===== config.mk =====
export PLATFORM = sky130hd
export DESIGN_NAME = tsi_word_split
export DESIGN_NICKNAME = d
export VERILOG_FILES = /design/src/rtl/tsi_pkg.sv /design/src/rtl/tsi_word_split.sv
export SDC_FILE = /design/constraint.sdc
export NUM_CORES = 1
export LEC_CHECK = 0
export BUFFER_PORTS_ARGS = -buffer_cell sky130_fd_sc_hd__buf_2
export CAP_MARGIN = 15
export CORE_MARGIN = 2
export CORE_UTILIZATION = 38
export CTS_BUF_LIST = sky130_fd_sc_hd__clkbuf_16
export DETAILED_ROUTE_END_ITERATION = 8
export PLACE_DENSITY_LB_ADDON = 0.3
export RECOVER_POWER = 100
export SETUP_SLACK_MARGIN = 0.3
export SLEW_MARGIN = 10
export SYNTH_ARGS = -nofsm -noshare
export SYNTH_HDL_FRONTEND = slang
export SYNTH_SLANG_ARGS = --single-unit

===== constraint.sdc =====
create_clock -name clk -period 0.8 [get_ports clk]
set_input_delay 0.04 -clock clk [delete_from_list [all_inputs] [get_ports clk]]
set_output_delay 0.04 -clock clk [all_outputs]
set_load 0.01 [all_outputs]

===== src/rtl/tsi_pkg.sv =====
// ----------------------------------------------------------------------------
// tsi_pkg
// Shared types and constants of the trigram set indexer.
// ----------------------------------------------------------------------------
`default_nettype none

package tsi_pkg;

  localparam int TRIGRAM_BITS      = 24;
  localparam int TRIGRAM_SPACE     = 1 << TRIGRAM_BITS;
  localparam int COUNT_BITS        = 25;
  localparam int MAP_WORD_BITS_DEF = 64;
  localparam int FIFO_DEPTH        = 4;
  localparam int FIFO_PTR_BITS     = 2;

  localparam logic [COUNT_BITS-1:0] BOUND_RESET = 25'd65536;
  localparam logic [COUNT_BITS-1:0] COUNT_MAX   = 25'h1FFFFFF;

  // Result kinds
  localparam logic KIND_TRIGRAM = 1'b0;
  localparam logic KIND_SUMMARY = 1'b1;

  typedef struct packed {
    logic                    result_kind;
    logic [TRIGRAM_BITS-1:0] trigram;
    logic [COUNT_BITS-1:0]   distinct_count;
    logic                    rejected;
    logic                    last;
  } result_t;

endpackage

`default_nettype wire


===== src/rtl/tsi_word_split.sv =====
// ----------------------------------------------------------------------------
// tsi_word_split
// Splits a trigram into bitmap word address and bit position. Divide by the
// word width through a registered reciprocal product and one correction.
// ----------------------------------------------------------------------------
`default_nettype none

module tsi_word_split #(
  parameter int WORD_BITS = tsi_pkg::MAP_WORD_BITS_DEF,
  parameter int ADDR_W    = 18,
  parameter int BIT_W     = 6
) (
  input  wire logic                            clk,
  input  wire logic                            load,
  input  wire logic [tsi_pkg::TRIGRAM_BITS-1:0] trigram,
  output logic      [ADDR_W-1:0]               word,
  output logic      [BIT_W-1:0]                bit_sel
);

  localparam int TB = tsi_pkg::TRIGRAM_BITS;
  localparam int PW = TB + 32;
  localparam logic [31:0] RECIP = 32'((64'd1 << 31) / WORD_BITS);

  logic [TB-1:0] trigram_hold;
  logic [PW-1:0] product;
  logic [TB-1:0] q_est;
  logic [TB-1:0] q_times_w;
  logic [TB-1:0] rem_est;
  logic [TB-1:0] q_fix;
  logic [TB-1:0] rem_fix;

  // Register the reciprocal product; the estimate is low by at most one
  always_ff @(posedge clk) begin
    if (load) begin
      trigram_hold <= trigram;
      product      <= PW'(trigram) * PW'(RECIP);
    end
  end

  always_comb begin
    q_est     = product[31 +: TB];
    q_times_w = TB'(q_est * TB'(WORD_BITS));
    rem_est   = trigram_hold - q_times_w;
    if (rem_est >= TB'(WORD_BITS)) begin
      q_fix   = q_est + TB'(1);
      rem_fix = rem_est - TB'(WORD_BITS);
    end else begin
      q_fix   = q_est;
      rem_fix = rem_est;
    end
  end

  assign word    = q_fix[ADDR_W-1:0];
  assign bit_sel = rem_fix[BIT_W-1:0];

endmodule

`default_nettype wire


Word-level counts from Yosys, hierarchy flattened
Index checks and enable logic that the tools add are counted.
W data, S select, Z words.

cells by class
  add/sub/neg operators = 3
  multiply operators = 0
  div/mod/pow operators = 0
  $lt $le $gt $ge = 1
  eq/ne operators = 0
  shift operators = 0
  mux-type cells = 2
  bitwise gates (word level) = 0
  reduce and logical (&&, ||, !) cells = 0

operators by type and width
  operator                 number
  $ge A24 B7 Y1 const B    1
  $sub A24 B24 Y24         1
  $add A18 B1 Y18 const B  1
  $mux W18                 1
  $mux W6                  1
  $sub A6 B1 Y6 const B    1

word-level totals
  bits in registers = 24
  bits in latches = 0
  RAM bits = 0
  memory bits (read-only) = 0
  output and inout bits = 24
  logic and storage cells = 7
  memories kept = 0

Longest topological paths before layout
  depth after elaboration = 3
  gate-level depth with buffers = 0
  gate-level depth less buffers = 0

Worst setup path before layout
OpenSTA, ideal clock, no wires.

  path type = reg2out
  start = register product[25] (netlist name)
  end = output bit_sel[0]
  arrival time = 0.394 ns
  required time = 0.760 ns
  slack = 0.366 ns
  stages on the path, launching flop included = 1
  buffers on the path = 0
  cells stage by stage = edfxtp_1

RTL lines
  element    line                  source
  to (decl)  tsi_word_split.sv:17  output logic [BIT_W-1:0] bit_sel

==> run metrics <==
max incr delay on CP 0.36 ns; area of the core 1760 um2; Critical Path RT 0.76 ns; DR pass1 iterations 3; Ys Warns 0; antenna viol nets, final 0; Mean Syn Cell Area 30.0 um2; xor-xnor portion of the synthesized cell area 0%; Period Utilization, post-route 99.3%; share of cells above drive strength 1 67.1%; post-cts sizing count 0; grt peak-use layer met2; vias in the first global route 363; relative slew slack 70.9%; RSZ-0062 raised after global routing true; Rows 15; Max H-tree Level 1; drt total wl 1120 um; placed cell count 100; CTS tree yes; Post-Syn Area 721 um2; met1 usage 13.5%; total track usage 10.4%; antenna violations before repair 0; violated checks negative hold slack; global route overflow 0; Most flops, register product; vias post-DR 433; RD Place Congestion 0.602; biggest registers after layout product (24); comb_multi_in 0; CP bufs+invs 1; first-pass GRT wire length 1550 um; Total Power 2.77 mW; flops & latches, synth 24; maximum number of pins on one net before global-route repair 16; highest clock rate 1.26 GHz; outcome complete, but fails checks; Final Core Density 61.5%; CP max stage cell edfxtp_1; Leak 0.472 nW; Top Family by Delay on Critical Path flip-flops; type of the worst min-delay path primary input to flop; Setup-failing EPs final 0; slew at the pin with the worst max-slew slack 0.437 ns; final worst path period need 0.795 ns; Setup WS pre-CTS 0.172 ns; drt first-iter violations 7; number of setup buffers added after CTS 0; total CTS buffers 3; Clock Sinks 24; final-report max-slew violation count 0; crit path launch type flop; PD cells 2550 nW/um2; share of synthesized area spent on multiplexers 0%; multi-input combinational cell area 0 um2; CTS Buffer Depth 2; VDD IR max 0.00225 V; IO Pins 50; area growth from synthesis to layout 50.5%; input/output buffers 49; max FFs per register 24; die span in y 47.6 um; Synth Area in Adders 0%; Crit Path Category flop to output pin; Final Non-Filler Cells 104; diode count 0; DIE AREA 2260 um2; Crit Path Max Fanout 1; CP Capture Type output pin; Synth Area in Simple Gates 0%; synth unique cells 1; crit path cell chain buf_2; post-synthesis sequential area ratio 100%; met2 usage 14.6%; Min Hold Slack -0.0378 ns; Arr. time, crit path 0.75 ns; DR vias/cell 4.16; Final nets 106; Starting Density 40.9%; M3 GR Usage 5.28%; final worst slack 0.00522 ns; Die Span X 47.6 um; Avg WL per Cell 10.8 um; Synth Area in Compound Gates 0%; clock transition at the registers of the reported paths 0.06 ns; Post-Syn Nets 50; Max-Cap Viols 0; final hold vios 24; # DRC 0; Root Buffer Master clkbuf_16; post-synthesis instance total 24
cells in the mapped netlist:
cell | instances | area share [%]
edfxtp_1 | 24 | 100
power by group:
group / internal, mW / total [mW] / switching (mW)
registers: 1.49 / 1.51 / 0.0186
clock network: 0.665 / 1.03 / 0.368
logic: 0.106 / 0.224 / 0.118
stage by stage:
stage	cell area [um2]	TNS [ns]	hold slack [ns]
6_report	1080	0	-0.0378
3_5_place_dp	1020	0	0.218
4_1_cts	1100	-0.0125	-0.0401
2_1_floorplan	721	0	0.139
5_1_grt	1080	-0.491	-0.0462
3_3_place_gp	1020	0	0.217
worst paths after layout:
path	from	to	slack [ns]	cells after the start
min	trigram[16]	product[41]	-0.04	1
max	product[26]	bit_sel[1]	0.005	1
metal layers:
metal  up-vias  share of wire [%]
met2        35                 46
met1       189                 39
met4         0               0.53
met5         -                  0
met3         2                 15
li1        207                  -
cells in the final DEF, fill, tap and decap left out:
| master | n |
|---|---|
| buf_2 | 49 |
| clkbuf_1 | 1 |
| clkbuf_16 | 3 |
| clkbuf_2 | 1 |
| clkinv_1 | 1 |
| edfxtp_1 | 24 |
kinds of logic after synthesis:
group       Yosys count
flip-flops           24
layout make-up:
type / count / area [um2]
Sequential cell: 24 / 721
Clock buffer: 3 / 75.1
Fill cell: 172 / 679
Clock inverter: 1 / 3.75
Timing Repair Buffer: 51 / 254
Tap cell: 25 / 31.3
timing repair:
item                       CTS  global route
gates cloned                 0             0
pin swaps                    0             0
setup endpoints to repair   24            24
hold endpoints to repair    24            24
No activity file was read; power rests on OpenSTA's default activity.
