`config.mk`:
```
export PLATFORM = sky130hd
export DESIGN_NAME = tsi_result_fifo
export DESIGN_NICKNAME = d
export VERILOG_FILES = /design/src/rtl/tsi_pkg.sv /design/src/rtl/tsi_result_fifo.sv
export SDC_FILE = /design/constraint.sdc
export NUM_CORES = 1
export LEC_CHECK = 0
export BUFFER_PORTS_ARGS = -buffer_cell sky130_fd_sc_hd__buf_2
export CAP_MARGIN = 10
export CORE_ASPECT_RATIO = 1.5
export CORE_MARGIN = 2
export CORE_UTILIZATION = 40
export DETAILED_ROUTE_END_ITERATION = 8
export GPL_TIMING_DRIVEN = 0
export PLACE_DENSITY = 0.62
export SLEW_MARGIN = 0
export SYNTH_ARGS = -nofsm -noshare
export SYNTH_HDL_FRONTEND = slang
export SYNTH_SLANG_ARGS = --single-unit
```
`constraint.sdc`:
```
create_clock -name clk -period 2.85 [get_ports clk]
set_clock_uncertainty 0.1 [all_clocks]
set_input_delay 0.1425 -clock clk [delete_from_list [all_inputs] [get_ports clk]]
set_output_delay 0.1425 -clock clk [all_outputs]
set_load 0.1 [all_outputs]
```
`src/rtl/tsi_pkg.sv`:
```
// ----------------------------------------------------------------------------
// tsi_pkg
// Shared types and constants of the trigram set indexer.
// ----------------------------------------------------------------------------
`default_nettype none

package tsi_pkg;

  localparam int TRIGRAM_BITS      = 24;
  localparam int TRIGRAM_SPACE     = 1 << TRIGRAM_BITS;
  localparam int COUNT_BITS        = 25;
  localparam int MAP_WORD_BITS_DEF = 64;
  localparam int FIFO_DEPTH        = 4;
  localparam int FIFO_PTR_BITS     = 2;

  localparam logic [COUNT_BITS-1:0] BOUND_RESET = 25'd65536;
  localparam logic [COUNT_BITS-1:0] COUNT_MAX   = 25'h1FFFFFF;

  // Result kinds
  localparam logic KIND_TRIGRAM = 1'b0;
  localparam logic KIND_SUMMARY = 1'b1;

  typedef struct packed {
    logic                    result_kind;
    logic [TRIGRAM_BITS-1:0] trigram;
    logic [COUNT_BITS-1:0]   distinct_count;
    logic                    rejected;
    logic                    last;
  } result_t;

endpackage

`default_nettype wire

```
`src/rtl/tsi_result_fifo.sv`:
```
// ----------------------------------------------------------------------------
// tsi_result_fifo
// Small result queue between the indexer and the result channel.
// ----------------------------------------------------------------------------
`default_nettype none

module tsi_result_fifo (
  input  wire logic             clk,
  input  wire logic             rst,
  input  wire logic             push,
  input  wire tsi_pkg::result_t push_data,
  output logic                  room_for_two,
  output logic                  out_valid,
  output tsi_pkg::result_t      out_data,
  input  wire logic             out_ready
);

  localparam int PB = tsi_pkg::FIFO_PTR_BITS;

  tsi_pkg::result_t entries [tsi_pkg::FIFO_DEPTH];
  logic [PB-1:0]    wr_ptr;
  logic [PB-1:0]    rd_ptr;
  logic [PB:0]      fill;
  logic             pop;

  assign pop          = out_valid && out_ready;
  assign out_valid    = fill != '0;
  assign out_data     = entries[rd_ptr];
  assign room_for_two = fill <= (PB+1)'(tsi_pkg::FIFO_DEPTH - 2);

  always_ff @(posedge clk) begin
    if (push) begin
      entries[wr_ptr] <= push_data;
    end
  end

  always_ff @(posedge clk) begin
    if (rst) begin
      wr_ptr <= '0;
      rd_ptr <= '0;
      fill   <= '0;
    end else begin
      if (push) begin
        wr_ptr <= wr_ptr + PB'(1);
      end
      if (pop) begin
        rd_ptr <= rd_ptr + PB'(1);
      end
      if (push && !pop) begin
        fill <= fill + (PB+1)'(1);
      end else if (pop && !push) begin
        fill <= fill - (PB+1)'(1);
      end
    end
  end

endmodule

`default_nettype wire

```
Word level (Yosys, flattened, before mapping)
Memory sizes are Yosys's and may differ from the RTL's. A register that Yosys moved wholly into a read port is not among the register bits. Index checks and enable logic that the tools add are counted.

Flip-flop bits (word level): 7. Bits in writable memories: 208. Logic and storage cells: 22. Memories: 1.

Add/sub/neg operators: 4. Magnitude comparators: 1. Mux-type cells: 6. Reduce and logical (&&, ||, !) cells: 7.

Memories: entries (depth 4, bits a word 52, rd ports 1, clocked after memory_dff 1, wr ports 1, line tsi_result_fifo.sv:20) `tsi_pkg::result_t entries [tsi_pkg::FIFO_DEPTH];`.

Operators with widths (count): 3-bit 2-to-1 mux (2); 2-bit by 1-bit adder with 2-bit output, second input constant (2); 2-bit 2-to-1 mux (2); 3-bit by 1-bit adder with 3-bit output, second input constant (1); 3-bit by 2-bit less-or-equal comparator with 1-bit output, second input constant (1); 1-bit logical AND (3); 3-bit nonzero test (1); 3-bit by 1-bit subtractor with 3-bit output, second input constant (1); 1-bit zero test (2); 1-bit 2-to-1 mux (2); 2-bit nonzero test (1).

Logic depth before layout (Yosys ltp)
Word-level depth: 5. Gate-level depth with buffers: 7. Gate-level depth less buffers: 7.

Worst setup path before layout
No wires, ideal clock.

Path type: register to register. Start point: register wr_ptr[0]. End point: memory entries[2][0] (netlist name), enable pin. Setup time: 0.415 ns. Arrival: 1.779 ns. Data required time: 2.335 ns. Setup slack: 0.556 ns. Stages on the path, launching flop included: 4. Period minus slack after synthesis: 2.294 ns. Cells stage by stage: dfxtp_1 > inv_1 > ha_1 > and2_1.

RTL lines: start: declaration (line tsi_result_fifo.sv:21) `logic [PB-1:0] wr_ptr;`; start signal: assignment (line tsi_result_fifo.sv:44) `wr_ptr <= wr_ptr + PB'(1);`; end: declaration (line tsi_result_fifo.sv:20).

Straight into the memory's write port.

==> results by group <==
Cells and area
  – Final std cell area, no fill: 10000 um^2
  – Layout cells sized above 1: 38.2%
  – Filler cells: 1627
  – Layout Utilization: 50.9%
  – Area grow syn2layout: 25.4%
  – Post-layout nets: 564

Critical path
  – CP endpoint kind: output port
  – Worst Setup Path Type: reg2out
  – Flop2flop setup slack: 0.55 ns
  – Worst r2r src: fill[0]
  – Crit start category: flip-flop
  – Crit Path Max Fanout: 10
  – Worst R2R End: fill[2]
  – Worst-case reg-to-reg path depth: 7
  – Worst Path Arrival: 2.18 ns
  – Worst EP required: 2.61 ns

Global routing
  – Initial antenna violation count: 2
  – All-Layer GR Usage: 13.9%
  – Number of global-route vias before repair: 4140
  – GRT overflow: 0
  – Pin count of the biggest net entering global routing: 53
  – First-pass GRT wire length: 22400 um

Timing
  – Final hold viol count: 0
  – RSZ-0062 raised after global routing: no
  – Smallest hold slack: 0.310 ns
  – Final Critical Period: 2.42 ns
  – Worst-margin pin slew: 0.841 ns
  – Period utilization: 85.0%
  – Max Freq: 413 MHz
  – Final setup viols: 0
  – Final Max Tran Viols: 0
  – Slew Limit Headroom: 43.9%

Clocking
  – Clock latency on the worst-skew pair: 0.48 ns
  – Reg clk slew, reported paths: 0.06 ns
  – # resized after CTS: 0
  – Hold Buf Count CTS: 56
  – Root buf cell: clkbuf_16
  – CTS tree: yes
  – Clk buf depth: 3
  – # H-tree levels: 1
  – Num CTS Buffers: 20
  – Post-CTS setup buffer count: 0
  – Sink Count: 217

Power and ir drop
  – Psw: 0.00417 W
  – PwrDens: 1020 nW/um^2
  – Max rail drop VDD: 0.776 mV
  – Sw Share: 40.9%
  – Combinational share of power: 39.8%
  – Clock network fraction of total power: 23.5%
  – Sequential Power Share: 36.7%
  – P_leak: 3.42 nW
  – P_int: 0.00604 W

Synthesis
  – Post-synthesis sequential area ratio: 80.3%
  – Syn nets: 378
  – Yosys top cell by area: edfxtp_1
  – Seq cells post-synth: 217
  – Post-Synthesis Cells: 316
  – Synth Cell Area: 8000 um^2
  – Warnings, synthesis: 0
  – Area fraction of the dominant cell type after synthesis: 78.1%
  – Avg Inst Size Synth: 25.3 um^2
  – Top post-synthesis cells by area: edfxtp_1, mux4_2, dfxtp_1
  – Yosys cell types: 21

Worst hold path
  – Worst Hold Class: in2reg
  – Hold Path Cell Cnt: 2
  – Hold endpoint: entries[0][28]
  – Hold path start: push_data[28]

Drt
  – Initial DRC count: 194
  – WL/cell: 18.6 um
  – WL final: 14500 um
  – Drc violations: 0
  – DR vias/cell: 4.88
  – First-pass DRT Iterations: 4
  – Final ANT Viol Nets: 0
  – Via count: 3794

Floorplan
  – Die Width: 119 um
  – I/O pin count: 110
  – Die ar.: 21200 um^2
  – FP Rows: 63
  – Die H: 177 um
  – CORE AREA: 19700 um^2
  – Initial Utilization: 40.6%

Flow run
  – Max Cap Viol: 0

Placement
  – GPL Wtd Cong: 0.681
  – Input/output buffers: 108
  – Detailed placer's ending HPWL: 8540 um
  – Post-place instance area: 8880 um^2

Outcome
  – Outcome: finished, final reports clean
-- per-stage QoR --
step                std cells  power (W)  TNS, ns  worst slack, ns
global placement          684    0.00782   -90.31           -0.460
floorplan                 316    0.00727        0            0.556
global route              778     0.0106        0            0.287
finish                    778     0.0102        0            0.428
CTS                       776     0.0103        0            0.314
detailed placement        684    0.00787        0            0.561
-- worst max-delay path by stage --
stage | startpoint | endpoint | slack, ns | cells past startpoint
3_5_place_dp | fill[0] | fill[2] | 0.56 | 7
2_1_floorplan | wr_ptr[0] | entries[2][0] | 0.56 | 3
4_1_cts | flip-flop | out_data[40] | 0.31 | 4
5_1_grt | flip-flop | out_data[40] | 0.29 | 4
3_3_place_gp | wr_ptr[0] | entries[0][2] | -0.46 | 3
6_report | flip-flop | out_data[40] | 0.43 | 4
-- cell type report --
| class | count | area [um^2] | share of cell area, % |
|---|---|---|---|
| well taps | 260 | 325 | 3.24 |
| diodes | 2 | 5.00 | 0.0499 |
| clock inverters | 9 | 41.3 | 0.412 |
| multi-input cells | 83 | 1430 | 14.3 |
| flip-flops and latches | 217 | 6430 | 64.1 |
| clock buffers | 27 | 548 | 5.46 |
| plain buffers | 13 | 144 | 1.43 |
| inverters | 3 | 11.3 | 0.112 |
| repair buffers | 164 | 1100 | 11.0 |
-- power by group through the flow --
stage | clock network (W) | registers, W | logic (W)
3_5_place_dp | 0 | 0.00382 | 0.00405
6_report | 0.00240 | 0.00375 | 0.00407
2_1_floorplan | 0 | 0.00380 | 0.00347
3_3_place_gp | 0 | 0.00381 | 0.00401
4_1_cts | 0.00246 | 0.00375 | 0.00412
5_1_grt | 0.00258 | 0.00376 | 0.00422
-- sequential cells by signal (all words and copies together), names as in the netlist, named ones only --
name and flops:
entries 208, fill 3, rd_ptr 2, wr_ptr 2
-- cells by family (layout without fill, tap and decap cells) --
kind of cell | after synthesis | after routing | synth area share, %
AOI/OAI and AO/OA | 5 | 5 | 0.391
xor gates and xnor gates | 5 | 5 | 0.547
adders and majority gates | 6 | 6 | 1.03
buffers and inverters | 16 | 216 | 1.94
DFF | 217 | 217 | 80.3
muxes | 54 | 54 | 15.0
other | 0 | 2 | 0
and+or+nand+nor | 13 | 13 | 0.797
-- cells in the mapped netlist --
master,count
mux2i_1,2
buf_6,1
mux4_2,50
o311ai_0,1
buf_12,5
mux4_1,2
xor2_1,4
inv_1,3
a21oi_1,2
buf_2,5
edfxtp_1,208
nor2_1,7
o31ai_1,1
fa_1,1
xnor2_1,1
ha_1,5
dfxtp_1,9
or3_1,2
and2_1,4
o21ai_0,1
clkbuf_1,2
-- worst max-delay path: stages (launching register included) --
cell and delay (ns):
dfxtp_1 0.30, clkbuf_1 0.33, buf_2 0.37, mux4_2 0.25, buf_2 0.43
-- placed cells by master, fill, tap and decap left out --
cell	instances
mux2i_1	2
inv_1	3
o311ai_0	1
dlygate4sd3_1	56
o31ai_1	1
diode_2	2
a21oi_1	2
nor2_1	7
buf_2	113
fa_1	1
buf_6	1
xor2_1	4
or3_1	2
clkbuf_1	8
clkinv_1	6
o21ai_0	1
clkinv_4	1
and2_4	4
mux4_2	50
clkinv_2	2
xnor2_1	1
dfxtp_1	9
buf_12	5
ha_1	5
edfxtp_1	208
clkbuf_16	21
mux4_1	2
-- metal layers --
metal / GRT usage, % / routed length [um] / vias to the layer above
met2: 25.6 / 7990 / 91
li1: - / - / 1709
met4: 4.56 / 257 / 0
met3: 2.61 / 644 / 20
met1: 16.3 / 5610 / 1974
met5: 0 / 0 / -
No activity file was read; power rests on OpenSTA's default activity.
